**config.mk**
```make
export PLATFORM = sky130hd
export DESIGN_NAME = smm_queue
export DESIGN_NICKNAME = d
export VERILOG_FILES = /design/src/design/smm_pkg.sv /design/src/design/smm_queue.sv
export VERILOG_INCLUDE_DIRS = /design/src /design/src/design
export SDC_FILE = /design/constraint.sdc
export NUM_CORES = 1
export LEC_CHECK = 0
export ABC_AREA = 1
export ABC_CLOCK_PERIOD_IN_PS = 1700
export BUFFER_PORTS_ARGS = -buffer_cell sky130_fd_sc_hd__buf_4
export CORE_AREA = 5 5 42 44
export DETAILED_ROUTE_END_ITERATION = 10
export DIE_AREA = 0 0 47 49
export GPL_TIMING_DRIVEN = 0
export SYNTH_ARGS = -nofsm -noshare
export SYNTH_HDL_FRONTEND = slang
export SYNTH_SLANG_ARGS = --single-unit
```
**constraint.sdc**
```tcl
create_clock -name clk -period 1.7 [get_ports clk]
set_input_delay 0.255 -clock clk [delete_from_list [all_inputs] [get_ports clk]]
set_output_delay 0.255 -clock clk [all_outputs]
set_load 0.005 [all_outputs]
```
**src/design/square_matrix_multiply_top_assert.svh**
```systemverilog
// Assertion macros for the matrix multiplier.
// SMM_ASSERT_IMPL checks a same-cycle implication, SMM_ASSERT_NEXT a next-cycle one.
`ifndef SQUARE_MATRIX_MULTIPLY_TOP_ASSERT_SVH
`define SQUARE_MATRIX_MULTIPLY_TOP_ASSERT_SVH

`ifndef ASSERT_OFF
`define SMM_ASSERT_IMPL(label, clk, rst_n, ante, cons) \
    label: assert property (@(posedge clk) disable iff (!rst_n) (ante) |-> (cons)) \
        else $error("same-cycle check failed");
`define SMM_ASSERT_NEXT(label, clk, rst_n, ante, cons) \
    label: assert property (@(posedge clk) disable iff (!rst_n) (ante) |=> (cons)) \
        else $error("next-cycle check failed");
`else
`define SMM_ASSERT_IMPL(label, clk, rst_n, ante, cons)
`define SMM_ASSERT_NEXT(label, clk, rst_n, ante, cons)
`endif

`endif

```
**src/design/smm_pkg.sv**
```systemverilog
package smm_pkg;

    localparam int MAX_DIM     = 8;
    localparam int ELEM_WIDTH  = 32;
    localparam int FRAC_BITS   = ELEM_WIDTH / 2;
    localparam int STORE_DEPTH = MAX_DIM * MAX_DIM;
    localparam int ADDR_W      = $clog2(STORE_DEPTH);
    localparam int DIM_W       = 4;
    localparam int IDX_W       = 3;
    localparam int COUNT_W     = 7;
    localparam int PROD_W      = 2 * ELEM_WIDTH;
    localparam int ACC_W       = PROD_W + $clog2(MAX_DIM) + 1;
    localparam int MAG_W       = ACC_W - FRAC_BITS;
    localparam int LIM_W       = ELEM_WIDTH + 1;

    localparam logic [DIM_W-1:0] DIM_RESET = DIM_W'(MAX_DIM);

    // One product job: the dimension latched at the end of a load round
    typedef struct packed {
        logic [DIM_W-1:0] n;
    } job_t;

    // Store write from the front to the back
    typedef struct packed {
        logic                  en;
        logic [ADDR_W-1:0]     addr;
        logic [ELEM_WIDTH-1:0] a;
        logic [ELEM_WIDTH-1:0] b;
    } wr_t;

    // Clamp the dimension register to 1..MAX_DIM
    function automatic logic [DIM_W-1:0] eff_dim(input logic [DIM_W-1:0] d);
        logic [DIM_W-1:0] r;
        r = d;
        if (d == '0)
        begin
            r = DIM_W'(1);
        end
        else if (d > DIM_W'(MAX_DIM))
        begin
            r = DIM_W'(MAX_DIM);
        end
        return r;
    endfunction

endpackage

```
**src/design/smm_queue.sv**
```systemverilog
`include "square_matrix_multiply_top_assert.svh"

module smm_queue (
    input  logic          clk,
    input  logic          rst_n,
    input  logic          push,
    input  smm_pkg::job_t push_data,
    output logic          full,
    input  logic          pop,
    output smm_pkg::job_t pop_data,
    output logic          empty
);

    smm_pkg::job_t slot_reg [2];
    logic          wr_ptr_reg;
    logic          rd_ptr_reg;
    logic [1:0]    count_reg;
    logic [1:0]    count_next;
    logic          do_push;
    logic          do_pop;

    assign full     = count_reg == 2'd2;
    assign empty    = count_reg == 2'd0;
    assign do_push  = push && !full;
    assign do_pop   = pop && !empty;
    assign pop_data = slot_reg[rd_ptr_reg];

    always_comb
    begin
        count_next = count_reg;
        if (do_push && !do_pop)
        begin
            count_next = count_reg + 2'd1;
        end
        else if (do_pop && !do_push)
        begin
            count_next = count_reg - 2'd1;
        end
    end

    // Store pushed jobs
    always_ff @(posedge clk)
    begin
        if (do_push)
        begin
            slot_reg[wr_ptr_reg] <= push_data;
        end
    end

    // Advance pointers and occupancy
    always_ff @(posedge clk or negedge rst_n)
    begin
        if (!rst_n)
        begin
            wr_ptr_reg <= 1'b0;
            rd_ptr_reg <= 1'b0;
            count_reg  <= 2'd0;
        end
        else
        begin
            if (do_push)
            begin
                wr_ptr_reg <= !wr_ptr_reg;
            end
            if (do_pop)
            begin
                rd_ptr_reg <= !rd_ptr_reg;
            end
            count_reg <= count_next;
        end
    end

    `SMM_ASSERT_IMPL(a_no_overflow, clk, rst_n, push, !full)

endmodule

```
# Word level (Yosys, flattened, before mapping)

Memories as Yosys holds them, arrays and structs flattened.
Index checks and enable logic that the tools add are counted.

Memories: 1
Bits in registers: 4
Input bits: 8
Memory bits (writable): 8

Memories:

| name     | words | bits a word | read ports | clocked after Yosys merged registers in | write ports | RTL line        | text |
|---|---|---|---|---|---|---|---|
| slot_reg | 2     | 4           | 1          | 0                                       | 1           | smm_queue.sv:14 | `smm_pkg::job_t slot_reg [2];` |

Equal/unequal tests: 1
Add/subtract/negate cells: 2
Reduce and logical (&&, ||, !) cells: 12
Muxes and demuxes: 4

Operators by type and width:

| kind                | number |
|---|---|
| $logic_not 1->1     | 6 |
| $logic_and 1x1->1   | 4 |
| $mux 2              | 2 |
| $add 2x1->2 const B | 1 |
| $eq 2x2->1 const B  | 1 |
| $logic_not 2->1     | 1 |
| $mux 1              | 2 |
| $reduce_bool 2->1   | 1 |
| $sub 2x1->2 const B | 1 |

# Logic depth before layout (Yosys ltp)

Word-level depth: 7
Mapped depth: 9
Depth with buffers taken out: 9

# Worst setup path before layout

No wires, ideal clock.

Path type: register to register
Start: register count_reg[0]
End: register count_reg[1]
Stages on the path, launching flop included: 8
Path buffers: 0
Arrival: 1.168 ns
Period minus slack after synthesis: 1.285 ns
Setup slack: 0.415 ns
Cell sequence: dfrtp_1 nor2_2 nor2_2 ha_1 inv_1 nand3_1 nand2_1 nand2_1

Word-level cells in the longest chain between the ends: 6

Ends and longest elaborated chain:

| what                               | RTL line        | text |
|---|---|---|
| start, declared                    | smm_queue.sv:17 | `logic [1:0] count_reg;` |
| start signal, assigned             | smm_queue.sv:69 | `count_reg <= count_next;` |
| $eq 2x2->1 *                       | smm_queue.sv:22 | `assign full = count_reg == 2'd2;` |
| via full                           | smm_queue.sv:8  | `output logic full,` |
| $logic_not 1->1 *                  | smm_queue.sv:24 | `assign do_push = push && !full;` |
| $logic_and 1x1->1 *                | smm_queue.sv:24 |  |
| via do_push                        | smm_queue.sv:19 | `logic do_push;` |
| $logic_not 1->1                    | smm_queue.sv:35 | `else if (do_pop && !do_push)` |
| $logic_and 1x1->1                  | smm_queue.sv:35 |  |
| $reduce_bool 2->1 (no source line) | -               |  |

Mark *: on every way through the listed nets, which the timed path passes. The rest lies on a longest branch. The select of a mux whose other input is x is not followed.
A chain may end at the register's enable or synchronous reset.

# Worst setup path after layout

Start: register count_reg[0]
End: register count_reg[1]

Word-level cells in the longest chain between the ends: 6

Ends and longest elaborated chain:

| what                                                                | RTL line |
|---|---|
| $eq 2x2->1 / $logic_not 2->1 (equally long branches)                | smm_queue.sv:22, smm_queue.sv:23 |
| $logic_not 1->1, on equally long branches                           | smm_queue.sv:24, smm_queue.sv:25 |
| $logic_and 1x1->1, on equally long branches                         | smm_queue.sv:24, smm_queue.sv:25 |
| $logic_not 1->1, on equally long branches                           | smm_queue.sv:35, smm_queue.sv:31 |
| $logic_and 1x1->1, on equally long branches                         | smm_queue.sv:35, smm_queue.sv:31 |
| $reduce_bool 2->1 (no source line) / $mux 2 (equally long branches) | - |

Several ways; a longest one is shown, not always the timed one. The select of a mux whose other input is x is not followed.

==> impl_results.md <==
* Routed len/inst at 10.3 um
* Vias in the first global route at 404
* Synthesized Nets at 61
* Hold Crit Endpoint: slot_reg[0][3]
* Leading cell type in the layout, fill and taps excluded: nand2_1
* Pwr Total at 1080 uW
* CP Launch Point: count_reg[0]
* Mapped Cells at 52
* CTS tree: done
* Slew Viols, Final at 0
* CP startpoint kind: register
* Die H at 49 um
* Clock share of power at 16.1%
* TNS Setup at 0 ns
* P_sw at 379 uW
* Synthesized area at 519 um^2
* Reg clk slew, reported paths at 0.07 ns
* Root buf cell: clkbuf_4
* Die width at 47 um
* Top Ports at 14
* Worst-path maximum fanout at 7
* Final worst path period share at 85.1%
* Global-route wire length before repair at 1.51 mm
* Outcome: finished, final reports clean
* Unrepaired setup endpoints after global routing: false
* Port bufs at 13
* Layout cells sized above 1 at 25.7%
* Worst EP required at 1.86 ns
* Reg-to-reg endpoint: count_reg[1]
* Maximum level of the CTS H-tree at 1
* Final #Nets at 80
* Post-Synth XOR/XNOR Area at 1.69%
* Via/cell ratio at 4.53
* Main combinational cell family by area after synthesis: simple AND/OR/NAND/NOR gates
* Drt pass-1 iters at 3
* Slew @ Worst Pin at 0.366 ns
* Worst VDD drop at 636 uV
* # Max-Cap Violations at 0
* Min Hold Slack at 0.170 ns
* Hold path depth at 1
* Adder-Cell Fraction of Synth Area at 2.41%
* Proportion of synthesized area in mux cells at 0%
* Worst slew margin at 75.5%
* Simple-Gate Fraction of Synth Area at 22.7%
* P&R area growth vs syn at 29.6%
* Clock skew at 0.00157 ns
* Global placement routability congestion at 0.718
* Synth Area in Compound Gates at 1.93%
* Clk buf depth at 2
* Period minus WS final at 1.45 ns
* Synth top area share at 46.3%
* Ranking of synthesized cells by area: edfxtp_1, dfrtp_1, nand2_1
* Initial DRC Count at 4
* Synth area leader: edfxtp_1
* Max reg flops at 8
* Core Area at 1400 um^2
* CP Capture Type: register
* Clock Latency Late Sink at 0.26 ns
* Initial Utilization at 37.1%
* Fin cells at 86
* Mapped Avg Cell Area at 9.99 um^2
* Commonest non-fill, non-tap cells in the layout: nand2_1, buf_4, inv_1, edfxtp_1, dfrtp_1
* Antenna-violating nets left at 0
* Switch share at 35.1%
* Critical Path AT at 1.61 ns
* Synth Warn # at 0
* Pwr Density at 1600 nW/um^2
* Post-route DRC at 0
* Register bit total from synthesis at 12
* Reg-to-reg slack, setup at 0.25 ns
* GRT overflow at 0
* Die area at 2300 um^2
* Routed wire length at 886 um
* Post-DP HPWL at 702 um
* Pin count of the biggest net entering global routing at 8
* Fmax at 692 MHz
* Worst R2R Path Depth at 6
* Hold Crit Class: input port to register
* RR Startpoint: count_reg[0]
* Sequential share of the synthesized area at 65.5%
* Setup Fix Bufs, Post-CTS at 0
* P_int at 700 uW
* Tot GR Track Use at 9.28%
* Setup Crit Path Kind: register to register
* Final setup viols at 0
* Final Hold Vio Count at 0
* Diodes inserted at 0
* Row cnt at 14
* PostCTS Resize Cnt at 0
* Comb power frac at 39.1%
* Leak pwr at 0.000333 uW
* Synth unique cells at 12
* CTS buffer count at 3
* Clk sinks at 12
* Placed Cells incl. Taps at 81
* Initial antenna violation count at 0
* Vias at 390
* # hold bufs at CTS at 1
* Sequential Power Share at 44.8%
* Hold Crit Start: push_data[3]
-- power by group through the flow --
stage               clock [uW]  combinational (uW)  sequential [uW]
floorplan                    0                 256              472
global placement             0                 420              489
detailed placement           0                 426              492
CTS                        184                 430              486
global route               191                 487              500
finish                     174                 422              484
-- cells by family after synthesis --
kind of cell    Yosys count
fa+ha+maj                 1
xor+xnor                  1
buf+inv                   8
compound gates            2
flops                    12
simple gates             28
-- Yosys cell counts --
cell type and number:
nand3_1 1, dfrtp_1 4, inv_1 8, nor2_2 2
ha_1 1, nand3b_1 1, nand4_1 1, xnor2_1 1
nand2_1 21, nor2_1 2, o21ai_0 2, edfxtp_1 8
-- how the worst max path moves through the flow --
stage                              end  slack (ns)
after detailed placement  count_reg[1]        0.26
after global routing      count_reg[1]        0.13
final                     count_reg[1]        0.25
after floorplan           count_reg[1]        0.41
after CTS                 count_reg[1]        0.25
after global placement    count_reg[1]        0.30
-- metrics by stage --
step | utilization, % | area (um^2) | worst slack, ns
6_report | 48.0 | 673 | 0.254
5_1_grt | 48.0 | 673 | 0.134
4_1_cts | 48.0 | 673 | 0.249
3_5_place_dp | 45.4 | 637 | 0.262
3_3_place_gp | 45.4 | 637 | 0.298
2_1_floorplan | - | 519 | 0.415
-- critical path, cell delays in order, from the launching register on --
cell and delay, ns:
dfrtp_1 0.46, o21ai_0 0.30, ha_1 0.32, inv_1 0.09
nand3_1 0.07, nand2_1 0.06, nand2_1 0.04
-- per-layer routing --
layer  vias up  part of all wire (%)  global-route usage, %
met5         -                     0                      0
met4         0                   3.0                   6.91
met3         4                   3.5                   2.21
met2         6                    49                   14.0
met1       181                    44                   10.8
li1        199                     -                      -
-- final cells by class --
class / count / area (um^2)
fillers: 150 / 728
multi-input cells: 32 / 149
clock buffers: 3 / 22.5
clock inverters: 1 / 3.75
flip-flops and latches: 12 / 340
repair buffers: 14 / 108
well taps: 16 / 20.0
inverters: 8 / 30.0
Note: power is estimated with default switching activity, not from simulation.
