### src/design/square_matrix_multiply_top_assert.svh
// Assertion macros for the matrix multiplier.
// SMM_ASSERT_IMPL checks a same-cycle implication, SMM_ASSERT_NEXT a next-cycle one.
`ifndef SQUARE_MATRIX_MULTIPLY_TOP_ASSERT_SVH
`define SQUARE_MATRIX_MULTIPLY_TOP_ASSERT_SVH

`ifndef ASSERT_OFF
`define SMM_ASSERT_IMPL(label, clk, rst_n, ante, cons) \
    label: assert property (@(posedge clk) disable iff (!rst_n) (ante) |-> (cons)) \
        else $error("same-cycle check failed");
`define SMM_ASSERT_NEXT(label, clk, rst_n, ante, cons) \
    label: assert property (@(posedge clk) disable iff (!rst_n) (ante) |=> (cons)) \
        else $error("next-cycle check failed");
`else
`define SMM_ASSERT_IMPL(label, clk, rst_n, ante, cons)
`define SMM_ASSERT_NEXT(label, clk, rst_n, ante, cons)
`endif

`endif

### src/design/smm_pkg.sv
package smm_pkg;

    localparam int MAX_DIM     = 8;
    localparam int ELEM_WIDTH  = 32;
    localparam int FRAC_BITS   = ELEM_WIDTH / 2;
    localparam int STORE_DEPTH = MAX_DIM * MAX_DIM;
    localparam int ADDR_W      = $clog2(STORE_DEPTH);
    localparam int DIM_W       = 4;
    localparam int IDX_W       = 3;
    localparam int COUNT_W     = 7;
    localparam int PROD_W      = 2 * ELEM_WIDTH;
    localparam int ACC_W       = PROD_W + $clog2(MAX_DIM) + 1;
    localparam int MAG_W       = ACC_W - FRAC_BITS;
    localparam int LIM_W       = ELEM_WIDTH + 1;

    localparam logic [DIM_W-1:0] DIM_RESET = DIM_W'(MAX_DIM);

    // One product job: the dimension latched at the end of a load round
    typedef struct packed {
        logic [DIM_W-1:0] n;
    } job_t;

    // Store write from the front to the back
    typedef struct packed {
        logic                  en;
        logic [ADDR_W-1:0]     addr;
        logic [ELEM_WIDTH-1:0] a;
        logic [ELEM_WIDTH-1:0] b;
    } wr_t;

    // Clamp the dimension register to 1..MAX_DIM
    function automatic logic [DIM_W-1:0] eff_dim(input logic [DIM_W-1:0] d);
        logic [DIM_W-1:0] r;
        r = d;
        if (d == '0)
        begin
            r = DIM_W'(1);
        end
        else if (d > DIM_W'(MAX_DIM))
        begin
            r = DIM_W'(MAX_DIM);
        end
        return r;
    endfunction

endpackage

### src/design/smm_if.sv
interface smm_in_if;
    logic                                  valid;
    logic                                  ready;
    logic signed [smm_pkg::ELEM_WIDTH-1:0] a_elem;
    logic signed [smm_pkg::ELEM_WIDTH-1:0] b_elem;

    modport source (output valid, output a_elem, output b_elem, input ready);
    modport sink   (input valid, input a_elem, input b_elem, output ready);
endinterface


### src/design/smm_front.sv
`include "square_matrix_multiply_top_assert.svh"

module smm_front (
    input  logic                          clk,
    input  logic                          rst_n,
    input  logic                          cfg_we,
    input  logic [smm_pkg::DIM_W-1:0]     cfg_data,
    smm_in_if.sink                        in_item,
    input  logic                          hold,
    output smm_pkg::wr_t                  wr,
    output logic                          push,
    output smm_pkg::job_t                 job
);

    logic [smm_pkg::DIM_W-1:0]   dim_reg;
    logic [smm_pkg::COUNT_W-1:0] load_count_reg;
    logic [smm_pkg::COUNT_W-1:0] load_count_next;
    logic [smm_pkg::COUNT_W-1:0] count_inc;
    logic [smm_pkg::COUNT_W-1:0] total;
    logic [smm_pkg::DIM_W-1:0]   n;
    logic                        accept;
    logic                        done;

    // Stall intake while a product is queued or being computed
    assign in_item.ready = !hold;
    assign accept        = in_item.valid && in_item.ready;

    assign n         = smm_pkg::eff_dim(dim_reg);
    assign total     = smm_pkg::COUNT_W'(n) * smm_pkg::COUNT_W'(n);
    assign count_inc = load_count_reg + smm_pkg::COUNT_W'(1);
    assign done      = count_inc >= total;

    // Write the item into the stores
    always_comb
    begin
        wr.en   = accept && (load_count_reg < smm_pkg::COUNT_W'(smm_pkg::STORE_DEPTH));
        wr.addr = load_count_reg[smm_pkg::ADDR_W-1:0];
        wr.a    = in_item.a_elem;
        wr.b    = in_item.b_elem;
    end

    // Hand a job to the back once a full round is loaded
    assign push  = accept && done;
    assign job.n = n;

    always_comb
    begin
        load_count_next = load_count_reg;
        if (accept)
        begin
            load_count_next = done ? '0 : count_inc;
        end
    end

    always_ff @(posedge clk or negedge rst_n)
    begin
        if (!rst_n)
        begin
            dim_reg        <= smm_pkg::DIM_RESET;
            load_count_reg <= '0;
        end
        else
        begin
            if (cfg_we)
            begin
                dim_reg <= cfg_data;
            end
            load_count_reg <= load_count_next;
        end
    end

    `SMM_ASSERT_IMPL(a_count_in_store, clk, rst_n, accept,
                     load_count_reg < smm_pkg::COUNT_W'(smm_pkg::STORE_DEPTH))

endmodule

### src/flat_wrapper.sv
// flat-port wrapper written by rule: the top's interface ports become plain ports
module smm_front_flat 
  (clk, rst_n, cfg_we, cfg_data, hold, wr, push, job, in_item_valid, in_item_a_elem, in_item_b_elem, in_item_ready);
  smm_in_if in_item_i ();
  input  logic clk;
  input  logic rst_n;
  input  logic cfg_we;
  input  logic [smm_pkg::DIM_W-1:0] cfg_data;
  input  logic hold;
  output smm_pkg::wr_t wr;
  output logic push;
  output smm_pkg::job_t job;
  input wire logic [$bits(in_item_i.valid)-1:0] in_item_valid;
  input wire logic [$bits(in_item_i.a_elem)-1:0] in_item_a_elem;
  input wire logic [$bits(in_item_i.b_elem)-1:0] in_item_b_elem;
  output wire logic [$bits(in_item_i.ready)-1:0] in_item_ready;
  assign in_item_i.valid = in_item_valid;
  assign in_item_i.a_elem = in_item_a_elem;
  assign in_item_i.b_elem = in_item_b_elem;
  assign in_item_ready = in_item_i.ready;
  smm_front u_core (.clk(clk), .rst_n(rst_n), .cfg_we(cfg_we), .cfg_data(cfg_data), .in_item(in_item_i), .hold(hold), .wr(wr), .push(push), .job(job));
endmodule
### config.mk
export PLATFORM = sky130hd
export DESIGN_NAME = smm_front_flat
export DESIGN_NICKNAME = d
export VERILOG_FILES = /design/src/design/smm_pkg.sv /design/src/design/smm_if.sv /design/src/design/smm_front.sv /design/src/flat_wrapper.sv
export VERILOG_INCLUDE_DIRS = /design/src /design/src/design
export SDC_FILE = /design/constraint.sdc
export NUM_CORES = 1
export LEC_CHECK = 0
export BUFFER_PORTS_ARGS = -buffer_cell sky130_fd_sc_hd__buf_4
export CORE_MARGIN = 2
export CORE_UTILIZATION = 35
export CTS_BUF_LIST = sky130_fd_sc_hd__clkbuf_8
export CTS_CLUSTER_DIAMETER = 80
export DETAILED_ROUTE_END_ITERATION = 7
export PLACE_DENSITY = 0.83
export SLEW_MARGIN = 5
export SYNTH_ARGS = -nofsm -noshare
export SYNTH_HDL_FRONTEND = slang
export SYNTH_SLANG_ARGS = --single-unit
### constraint.sdc
create_clock -name clk -period 4 [get_ports clk]
set_input_delay 0.8 -clock clk [delete_from_list [all_inputs] [get_ports clk]]
set_output_delay 0.8 -clock clk [all_outputs]
set_load 0.005 [all_outputs]
======== After elaboration in Yosys (flattened, before gate mapping) ========
Index checks and enable logic that the tools add are counted.
storage, ports and cells
  bits in registers ....................... 11
operators by class
  muxes and demuxes ....................... 3
  add/subtract/negate cells ............... 1
  multipliers ............................. 1
  reductions and logical operators ........ 5
  magnitude comparators ................... 3
operator list
  cell                                               number
  two-way mux 4 bit                                  2
  adder 7 x 1 -> 7 bit, second input constant        1
  greater-or-equal comparator 7 bit                  1
  less-than comparator 7 bit, second input constant  1
  multiplier 4 x 4 -> 7 bit                          1
  two-way mux 7 bit                                  1
  > comparator 4 bit, second input constant          1
  logical NOT 4 bit                                  1
  logical AND 1 bit                                  3
  logical NOT 1 bit                                  1

======== Depth between registers and ports, before layout ========
Gate-level depths: netlist of the first run.
  depth after elaboration ................. 6
  depth in mapped cells ................... 11
  gate-level depth less buffers ........... 11

======== Least setup slack after synthesis of the first run ========
Ideal clock, no wire load.
  kind .................................... register to output
  from .................................... register u_core.dim_reg[3] (netlist bit)
  to ...................................... output push
  path slack .............................. 0.877 ns
  data required time ...................... 3.200 ns
  stages on the path, launching flop included .. 12
  arrival ................................. 2.323 ns
  cell sequence ........................... dfstp_2 -> nor2b_1 -> nor2b_1 -> ha_1 -> a21o_1 -> a21oi_1 -> xor2_1 -> ha_1 -> nand2_1 -> nor4_4 -> nor2_1 -> nor2_1
RTL lines
  item                      line                source
  start: declaration        smm_front.sv:15     logic [smm_pkg::DIM_W-1:0] dim_reg;
  start signal: assignment  smm_front.sv:59     dim_reg <= smm_pkg::DIM_RESET;
  start signal: assignment  smm_front.sv:66     dim_reg <= cfg_data;
  end: declaration          flat_wrapper.sv:11  output logic push;

======== Final worst setup path of the first run ========
  from .................................... register u_core.dim_reg[3] (netlist bit)
  to ...................................... output push
on the way
  word-level cells in the longest chain between the ends .. 6
  elaborated cells between the ends (all ways) .. 7
  classes of those cells .................. mul: 1; order compare: 2; mux: 2; reduce/logical: 2
ends and longest elaborated chain
  item                                 line             source
  > comparator 4 bit                   smm_pkg.sv:39    else if (d > DIM_W'(MAX_DIM))
  two-way mux 4 bit                    smm_pkg.sv:39
  two-way mux 4 bit *                  smm_pkg.sv:35    if (d == '0)
  multiplier 4 x 4 -> 7 bit *          smm_front.sv:29  assign total = smm_pkg::COUNT_W'(n) * smm_pkg::COUNT_W'(n);
  greater-or-equal comparator 7 bit *  smm_front.sv:31  assign done = count_inc >= total;
  logical AND 1 bit *                  smm_front.sv:43  assign push = accept && done;
Mark *: on every way between the ends. The rest lies on a longest branch, timed or not.

==> flow_metrics.env, run 1 <==
export IMPL_status="finished clean"
export IMPL_p_leak_nw=0.4929
export IMPL_clock_latency_ns=0.24
export IMPL_cts_setup_buffers=0
export IMPL_drive_gt1_share_pct=32.04
export IMPL_yosysTopAreaCell="buf_4"
export IMPL_grt_max_degree=12
export IMPL_crit_required_ns=3.20
export IMPL_syn_avg_cell_area_um2=8.977
export IMPL_root_buffer="clkbuf_8"
export IMPL_largest_reg_flops=7
export IMPL_die_w_um=65.82
export IMPL_syn_area_um2=1338
export IMPL_power_density_nw_per_um2=482.6
export IMPL_ant_nets=0
export IMPL_crit_chain="nor2b_1 -> nor2b_1 -> ha_1 -> a21o_1 -> a21oi_1 -> xor2_1 -> ha_1 -> nand2_1 -> nor4_4 -> nor2_1 -> nor2_1 -> buf_4"
export IMPL_drtIter0Drc=20
export IMPL_io_pins=150
export IMPL_skew_ns=0.0005944
export IMPL_period_minus_slack_ns=3.650
export IMPL_synth_area_leaders="buf_4 39%, dfrtp_1 19%, ha_1 9.4%"
export IMPL_dpl_cell_area_um2=1026
export IMPL_syn_inst=149
export IMPL_drv_slew=0
export IMPL_ys_seq_elements=11
export IMPL_synth_top_area_share_pct=39.29
export IMPL_track_usage_pct=10.75
export IMPL_num_nets_final=187
export IMPL_viasPerCell=4.715
export IMPL_drt_wirelength_per_cell_um=14.56
export IMPL_max_clock_freq_mhz=274.0
export IMPL_worstPathArrival_ns=2.85
export IMPL_finalSetupViolCount=0
export IMPL_cts_tree="done"
export IMPL_async_reset_ff_share_pct=100.0
export IMPL_grt_pass1_vias=752
export IMPL_crit_path_end_kind="output pin"
export IMPL_synth_main_ff_cell="dfrtp_1"
export IMPL_criticalPathCategory="reg2out"
export IMPL_finalPower_mw=0.5169
export IMPL_max_vdd_ir_drop_mv=0.1355
export IMPL_hold_buffers=0
export IMPL_top_layer_used="met4"
export IMPL_drv_cap=0
export IMPL_n_antenna_cell=0
export IMPL_antenna_found_initial=0
export IMPL_drt_pass1_iterations=4
export IMPL_clk_pin_slew_ns=0.05
export IMPL_wirelength_met1_um=818
export IMPL_synth_edf_count=0
export IMPL_routabilityCongestion=0.7789
export IMPL_start_kind="register"
export IMPL_r2r_cells=11
export IMPL_rsz0062_at_grt="false"
export IMPL_synth_distinct_cells=30
export IMPL_slowest_delay_ns=0.59
export IMPL_ys_top_cells_by_count="70 x buf_4, 10 x dfrtp_1, 10 x ha_1"
export IMPL_fin_setup_tns_ns=0
export IMPL_syn_to_final_growth_pct=-19.92
export IMPL_initial_core_util_pct=36.53
export IMPL_fp_row_count=22
export IMPL_cts_buffers=3
export IMPL_hpwl_um=1838
export IMPL_cp_max_fo=7
export IMPL_hp_class="in2async"
export IMPL_yosysWarnings=0
export IMPL_period_share_pct=91.26
export IMPL_htreeDepth=1
export IMPL_via_count=712
export IMPL_drc=0
export IMPL_slowest_stage="dfstp_2"
export IMPL_grt_overflow=0
export IMPL_cts_max_path_buffers=2
export IMPL_port_buffers=21
export IMPL_wl_met2_um=1030
export IMPL_synth_seq_area_share_pct=20.67
export IMPL_grt_pass1_wl_um=3463
export IMPL_core_um2=3661
export IMPL_yosysMostFrequentCell="buf_4"
export IMPL_wirelength_um=2199
export IMPL_finish_instance_area_um2=1071
export IMPL_die_h_um=65.82
export IMPL_cts_sinks=11
export IMPL_post_cts_resized=0
export IMPL_dieArea_um2=4332
export IMPL_hold_viol=0
export IMPL_wl_met3_um=247
-- worst max-delay path, delay by kind of cell, from the launching register on --
| family | cells | cell delay [ns] |
|---|---|---|
| adders and majority gates | 2 | 0.63 |
| and+or+nand+nor | 6 | 0.83 |
| AOI/OAI and AO/OA | 2 | 0.34 |
| buffers and inverters | 1 | 0.12 |
| DFF | 1 | 0.59 |
| xor gates and xnor gates | 1 | 0.10 |
-- metrics by stage --
step / util (%) / setup WS (ns) / hold slack (ns) / cells
2_1_floorplan: - / 0.8767 / 0.4960 / 150
3_3_place_gp: 28.02 / 0.7134 / 0.5307 / 147
3_5_place_dp: 28.02 / 0.6381 / 0.5407 / 147
4_1_cts: 29.26 / 0.3445 / 0.3885 / 151
5_1_grt: 29.26 / 0.1947 / 0.3904 / 151
6_report: 29.26 / 0.3498 / 0.3910 / 151
-- layout by cell type, fill, tap and decap left out, drive strengths merged --
cell type  count
nand3          4
xnor2          5
mux2           5
nor4           2
o21ai          2
a22o           5
nor2b          4
and2           3
nor2           7
nor4b          1
xor2           2
a31oi          1
buf           21
nand2b         2
a21o           1
inv            3
dfstp          1
a21oi          3
ha            10
clkbuf         3
and3           1
nor3           1
conb           2
a221o          1
nand2          3
dfrtp         10
-- kinds of logic after synthesis --
group           after synthesis  synth area share, %
fa+ha+maj                    10                9.355
xor+xnor                      7                4.584
flops                        11                20.67
buf+inv                      74                40.41
other cells                   1               0.2804
compound gates               13                6.922
mux                           5                4.209
simple gates                 28                13.56
-- per-layer routing --
| metal | global-route usage (%) | vias to the layer above |
|---|---|---|
| li1 | - | 332 |
| met1 | 9.926 | 325 |
| met2 | 17.30 | 39 |
| met3 | 6.133 | 16 |
| met4 | 8.333 | 0 |
| met5 | 0 | - |
-- final timing paths --
check / startpoint / end / slack, ns
worst max-delay path: u_core.dim_reg[3]$_DFFE_PN1P_ / push / 0.35
worst min-delay path: rst_n / u_core.load_count_reg[4]$_DFFE_PN0P_ / 0.39
worst max register to register: u_core.dim_reg[3]$_DFFE_PN1P_ / u_core.load_count_reg[0]$_DFFE_PN0P_ / 1.16
worst min register to register: u_core.dim_reg[2]$_DFFE_PN0P_ / u_core.dim_reg[2]$_DFFE_PN0P_ / 0.55
max in group asynchronous: rst_n / u_core.dim_reg[3]$_DFFE_PN1P_ / 3.38
min in group clk: u_core.dim_reg[2]$_DFFE_PN0P_ / u_core.dim_reg[2]$_DFFE_PN0P_ / 0.55
-- cell type report --
type | count | area, um^2
clock buffers | 3 | 41.29
well taps | 48 | 60.06
clock inverters | 1 | 3.754
fillers | 390 | 2590
multi-input cells | 65 | 524.3
repair buffers | 21 | 157.7
inverters | 2 | 7.507
flip-flops and latches | 11 | 276.5
-- power by group --
| part | total (mW) | switching [mW] | leakage [nW] | internal [mW] |
|---|---|---|---|---|
| Combinational | 0.235 | 0.113 | 0.332 | 0.122 |
| Clock | 0.110 | 0.0426 | 0.0269 | 0.0675 |
| Sequential | 0.172 | 0.0352 | 0.134 | 0.137 |
| Total | 0.517 | 0.190 | 0.493 | 0.326 |
Note: power is estimated with default switching activity, not from simulation.
==> run 2: changes to the inputs <==
Settings changed: ABC_AREA set to 1, CORE_UTILIZATION 35 to 37.
==> run 2 against run 1 <==
  * Worst hold slack worse by 0.016 ns
  * Critical path depth is 2 higher
  * Global-route usage is 0.51 points higher
  * Via count is 33% higher
  * Utilization is 2.4 points higher
  * Sequential cell count stayed put
==> flow_metrics.env, run 2 <==
export IMPL_initial_core_util_pct=39.17
export IMPL_crit_end="push"
export IMPL_synth_distinct_cells=27
export IMPL_syn_inst=204
export IMPL_num_nets_final=241
export IMPL_mostFrequentLayoutCells="39 x nand2_1, 21 x buf_4, 17 x inv_1"
export IMPL_clk_pin_slew_ns=0.06
export IMPL_die_w_um=66.96
export IMPL_htreeDepth=1
export IMPL_criticalPathCategory="reg2out"
export IMPL_yosysTopAreaCell="buf_4"
export IMPL_cts_tree="done"
export IMPL_slowest_delay_ns=0.55
export IMPL_hpwl_um=1916
export IMPL_clockPowerShare_pct=22.1
export IMPL_synth_top_area_share_pct=36.35
export IMPL_rsz0062_at_grt="false"
export IMPL_ys_top_cells_by_count="71 x buf_4, 39 x nand2_1, 17 x inv_1"
export IMPL_max_clock_freq_mhz=287.3
export IMPL_cp_num_buf_inv=3
export IMPL_crit_start="u_core.dim_reg[3]$_DFFE_PN1P_"
export IMPL_period_minus_slack_ns=3.480
export IMPL_cts_setup_buffers=0
export IMPL_yosysMostFrequentCell="buf_4"
export IMPL_final_common_cell="nand2_1"
export IMPL_cts_max_path_buffers=2
export IMPL_cts_buffers=3
export IMPL_routabilityCongestion=0.8204
export IMPL_drive_gt1_share_pct=23.57
export IMPL_syn_to_final_growth_pct=-19.11
export IMPL_crit_path_end_kind="output pin"
export IMPL_clock_latency_ns=0.25
export IMPL_crit_chain="inv_2 -> nand2_1 -> nor2_1 -> ha_1 -> nand3_1 -> nand2_1 -> xor2_1 -> ha_1 -> a21o_1 -> nor2_1 -> nand2_1 -> nand2_2 -> inv_1 -> buf_4"
export IMPL_switching_share_pct=40.23
export IMPL_critPathMostFrequentCell="nand2_1"
export IMPL_viasPerCell=4.620
export IMPL_synth_seq_area_share_pct=18.86
export IMPL_hold_viol=0
export IMPL_antenna_found_initial=0
export IMPL_finalSetupViolCount=0
export IMPL_combPwrFrac_pct=42.0
export IMPL_max_vdd_ir_drop_mv=0.2037
export IMPL_cts_sinks=11
export IMPL_drv_slew=0
export IMPL_r2r_cells=14
export IMPL_grt_pass1_wl_um=3795
export IMPL_drt_wirelength_per_cell_um=11.55
export IMPL_drt_pass1_iterations=4
export IMPL_async_reset_ff_share_pct=100.0
export IMPL_synth_area_leaders="buf_4 36%, dfrtp_1 17%, nand2_1 10%"
export IMPL_skew_ns=0.008836
export IMPL_p_int_mw=0.3097
export IMPL_io_pins=150
export IMPL_grt_pass1_vias=893
export IMPL_synth_main_ff_cell="dfrtp_1"
export IMPL_core_um2=3744
export IMPL_crit_cells=14
export IMPL_grt_max_degree=12
export IMPL_cp_max_fo=6
export IMPL_start_kind="register"
export IMPL_r2r_start="u_core.dim_reg[3]$_DFFE_PN1P_"
export IMPL_syn_area_um2=1466
export IMPL_ys_seq_elements=11
export IMPL_regToRegSetupSlack_ns=1.58
export IMPL_crit_required_ns=3.20
export IMPL_slowest_stage="dfstp_2"
export IMPL_dp_cells=201
export IMPL_syn_avg_cell_area_um2=7.188
export IMPL_final_cell_count_no_fill=205
export IMPL_drv_cap=0
export IMPL_p_leak_nw=0.6705
export IMPL_root_buffer="clkbuf_8"
export IMPL_post_cts_resized=0
export IMPL_power_density_nw_per_um2=436.8
export IMPL_crit_family="simple AND/OR/NAND/NOR gates"
export IMPL_status="finished clean"
export IMPL_synth_edf_count=0
export IMPL_port_buffers=21
export IMPL_die_h_um=66.96
export IMPL_ant_nets=0
export IMPL_yosysWarnings=0
export IMPL_fin_setup_tns_ns=0
export IMPL_switchingPower_mw=0.2084
export IMPL_hp_class="in2async"
export IMPL_drc=0
export IMPL_track_usage_pct=11.26
export IMPL_largest_reg_flops=7
export IMPL_worstReg2RegEnd="u_core.load_count_reg[5]$_DFFE_PN0P_"
export IMPL_drtIter0Drc=23
export IMPL_via_count=947
export IMPL_n_antenna_cell=0
export IMPL_dieArea_um2=4483
export IMPL_wirelength_um=2368
export IMPL_hold_buffers=0
export IMPL_grt_overflow=0
export IMPL_fp_row_count=22
export IMPL_period_share_pct=87.01
export IMPL_seqPwrFrac_pct=35.9
export IMPL_worstPathArrival_ns=2.68
run 2: cell types whose count changed after synthesis, moves of 4 or more:
cell / before / now
a22o_1: 5 / 0
inv_1: 1 / 17
nand2_1: 3 / 39
nand3_1: 4 / 10
nor2b_1: 4 / 0
run 2: cells by family after synthesis:
family / share of synthesized area (%)
other cells: 0.2557
flops: 18.86
xor+xnor: 2.390
mux: 0.7679
simple gates: 21.25
fa+ha+maj: 8.532
compound gates: 5.460
buf+inv: 42.49
run 2: layout make-up:
type                            count  area (um^2)
Clock buffer                        3        41.29
Sequential cell                    11        276.5
Fill cell                         419         2557
Inverter                           20        75.07
Timing Repair Buffer               21        157.7
Tap cell                           48        60.06
Clock inverter                      1        5.005
Multi-Input combinational cell    101        570.5
run 2: worst min path at each step:
stage               slack, ns                     startpoint                                   end  depth (start not counted)
detailed placement       0.52  u_core.dim_reg[3]$_DFFE_PN1P_         u_core.dim_reg[3]$_DFFE_PN1P_                          2
finish                   0.37                          rst_n  u_core.load_count_reg[3]$_DFFE_PN0P_                          1
CTS                      0.38                          rst_n  u_core.load_count_reg[3]$_DFFE_PN0P_                          1
floorplan                0.50                          rst_n         u_core.dim_reg[0]$_DFFE_PN0P_                          0
global route             0.38                          rst_n  u_core.load_count_reg[3]$_DFFE_PN0P_                          1
global placement         0.53  u_core.dim_reg[3]$_DFFE_PN1P_         u_core.dim_reg[3]$_DFFE_PN1P_                          2
run 2: power by group through the flow:
stage | Combinational [mW] | Clock (mW) | Sequential, mW
detailed placement | 0.221 | 0 | 0.187
finish | 0.218 | 0.114 | 0.186
global placement | 0.214 | 0 | 0.185
CTS | 0.222 | 0.116 | 0.186
global route | 0.255 | 0.121 | 0.190
floorplan | 0.238 | 0 | 0.166
run 2: routing by layer:
layer	global-route usage, %	share of wire, %	vias up
met1	12.49	43	433
met5	0	0	-
li1	-	-	466
met3	3.209	6.9	18
met4	8.929	4.8	0
met2	17.88	46	30
run 2: metrics by stage:
step	cell area, um^2	worst slack [ns]	util (%)	hold WS [ns]	power (mW)
2_1_floorplan	1470	1.073	-	0.5005	0.4038
3_3_place_gp	1140	0.8703	30.45	0.5283	0.3999
3_5_place_dp	1140	0.7927	30.45	0.5218	0.4081
4_1_cts	1186	0.5322	31.68	0.3807	0.5234
5_1_grt	1186	0.3252	31.68	0.3845	0.5665
6_report	1186	0.5198	31.68	0.3749	0.5181
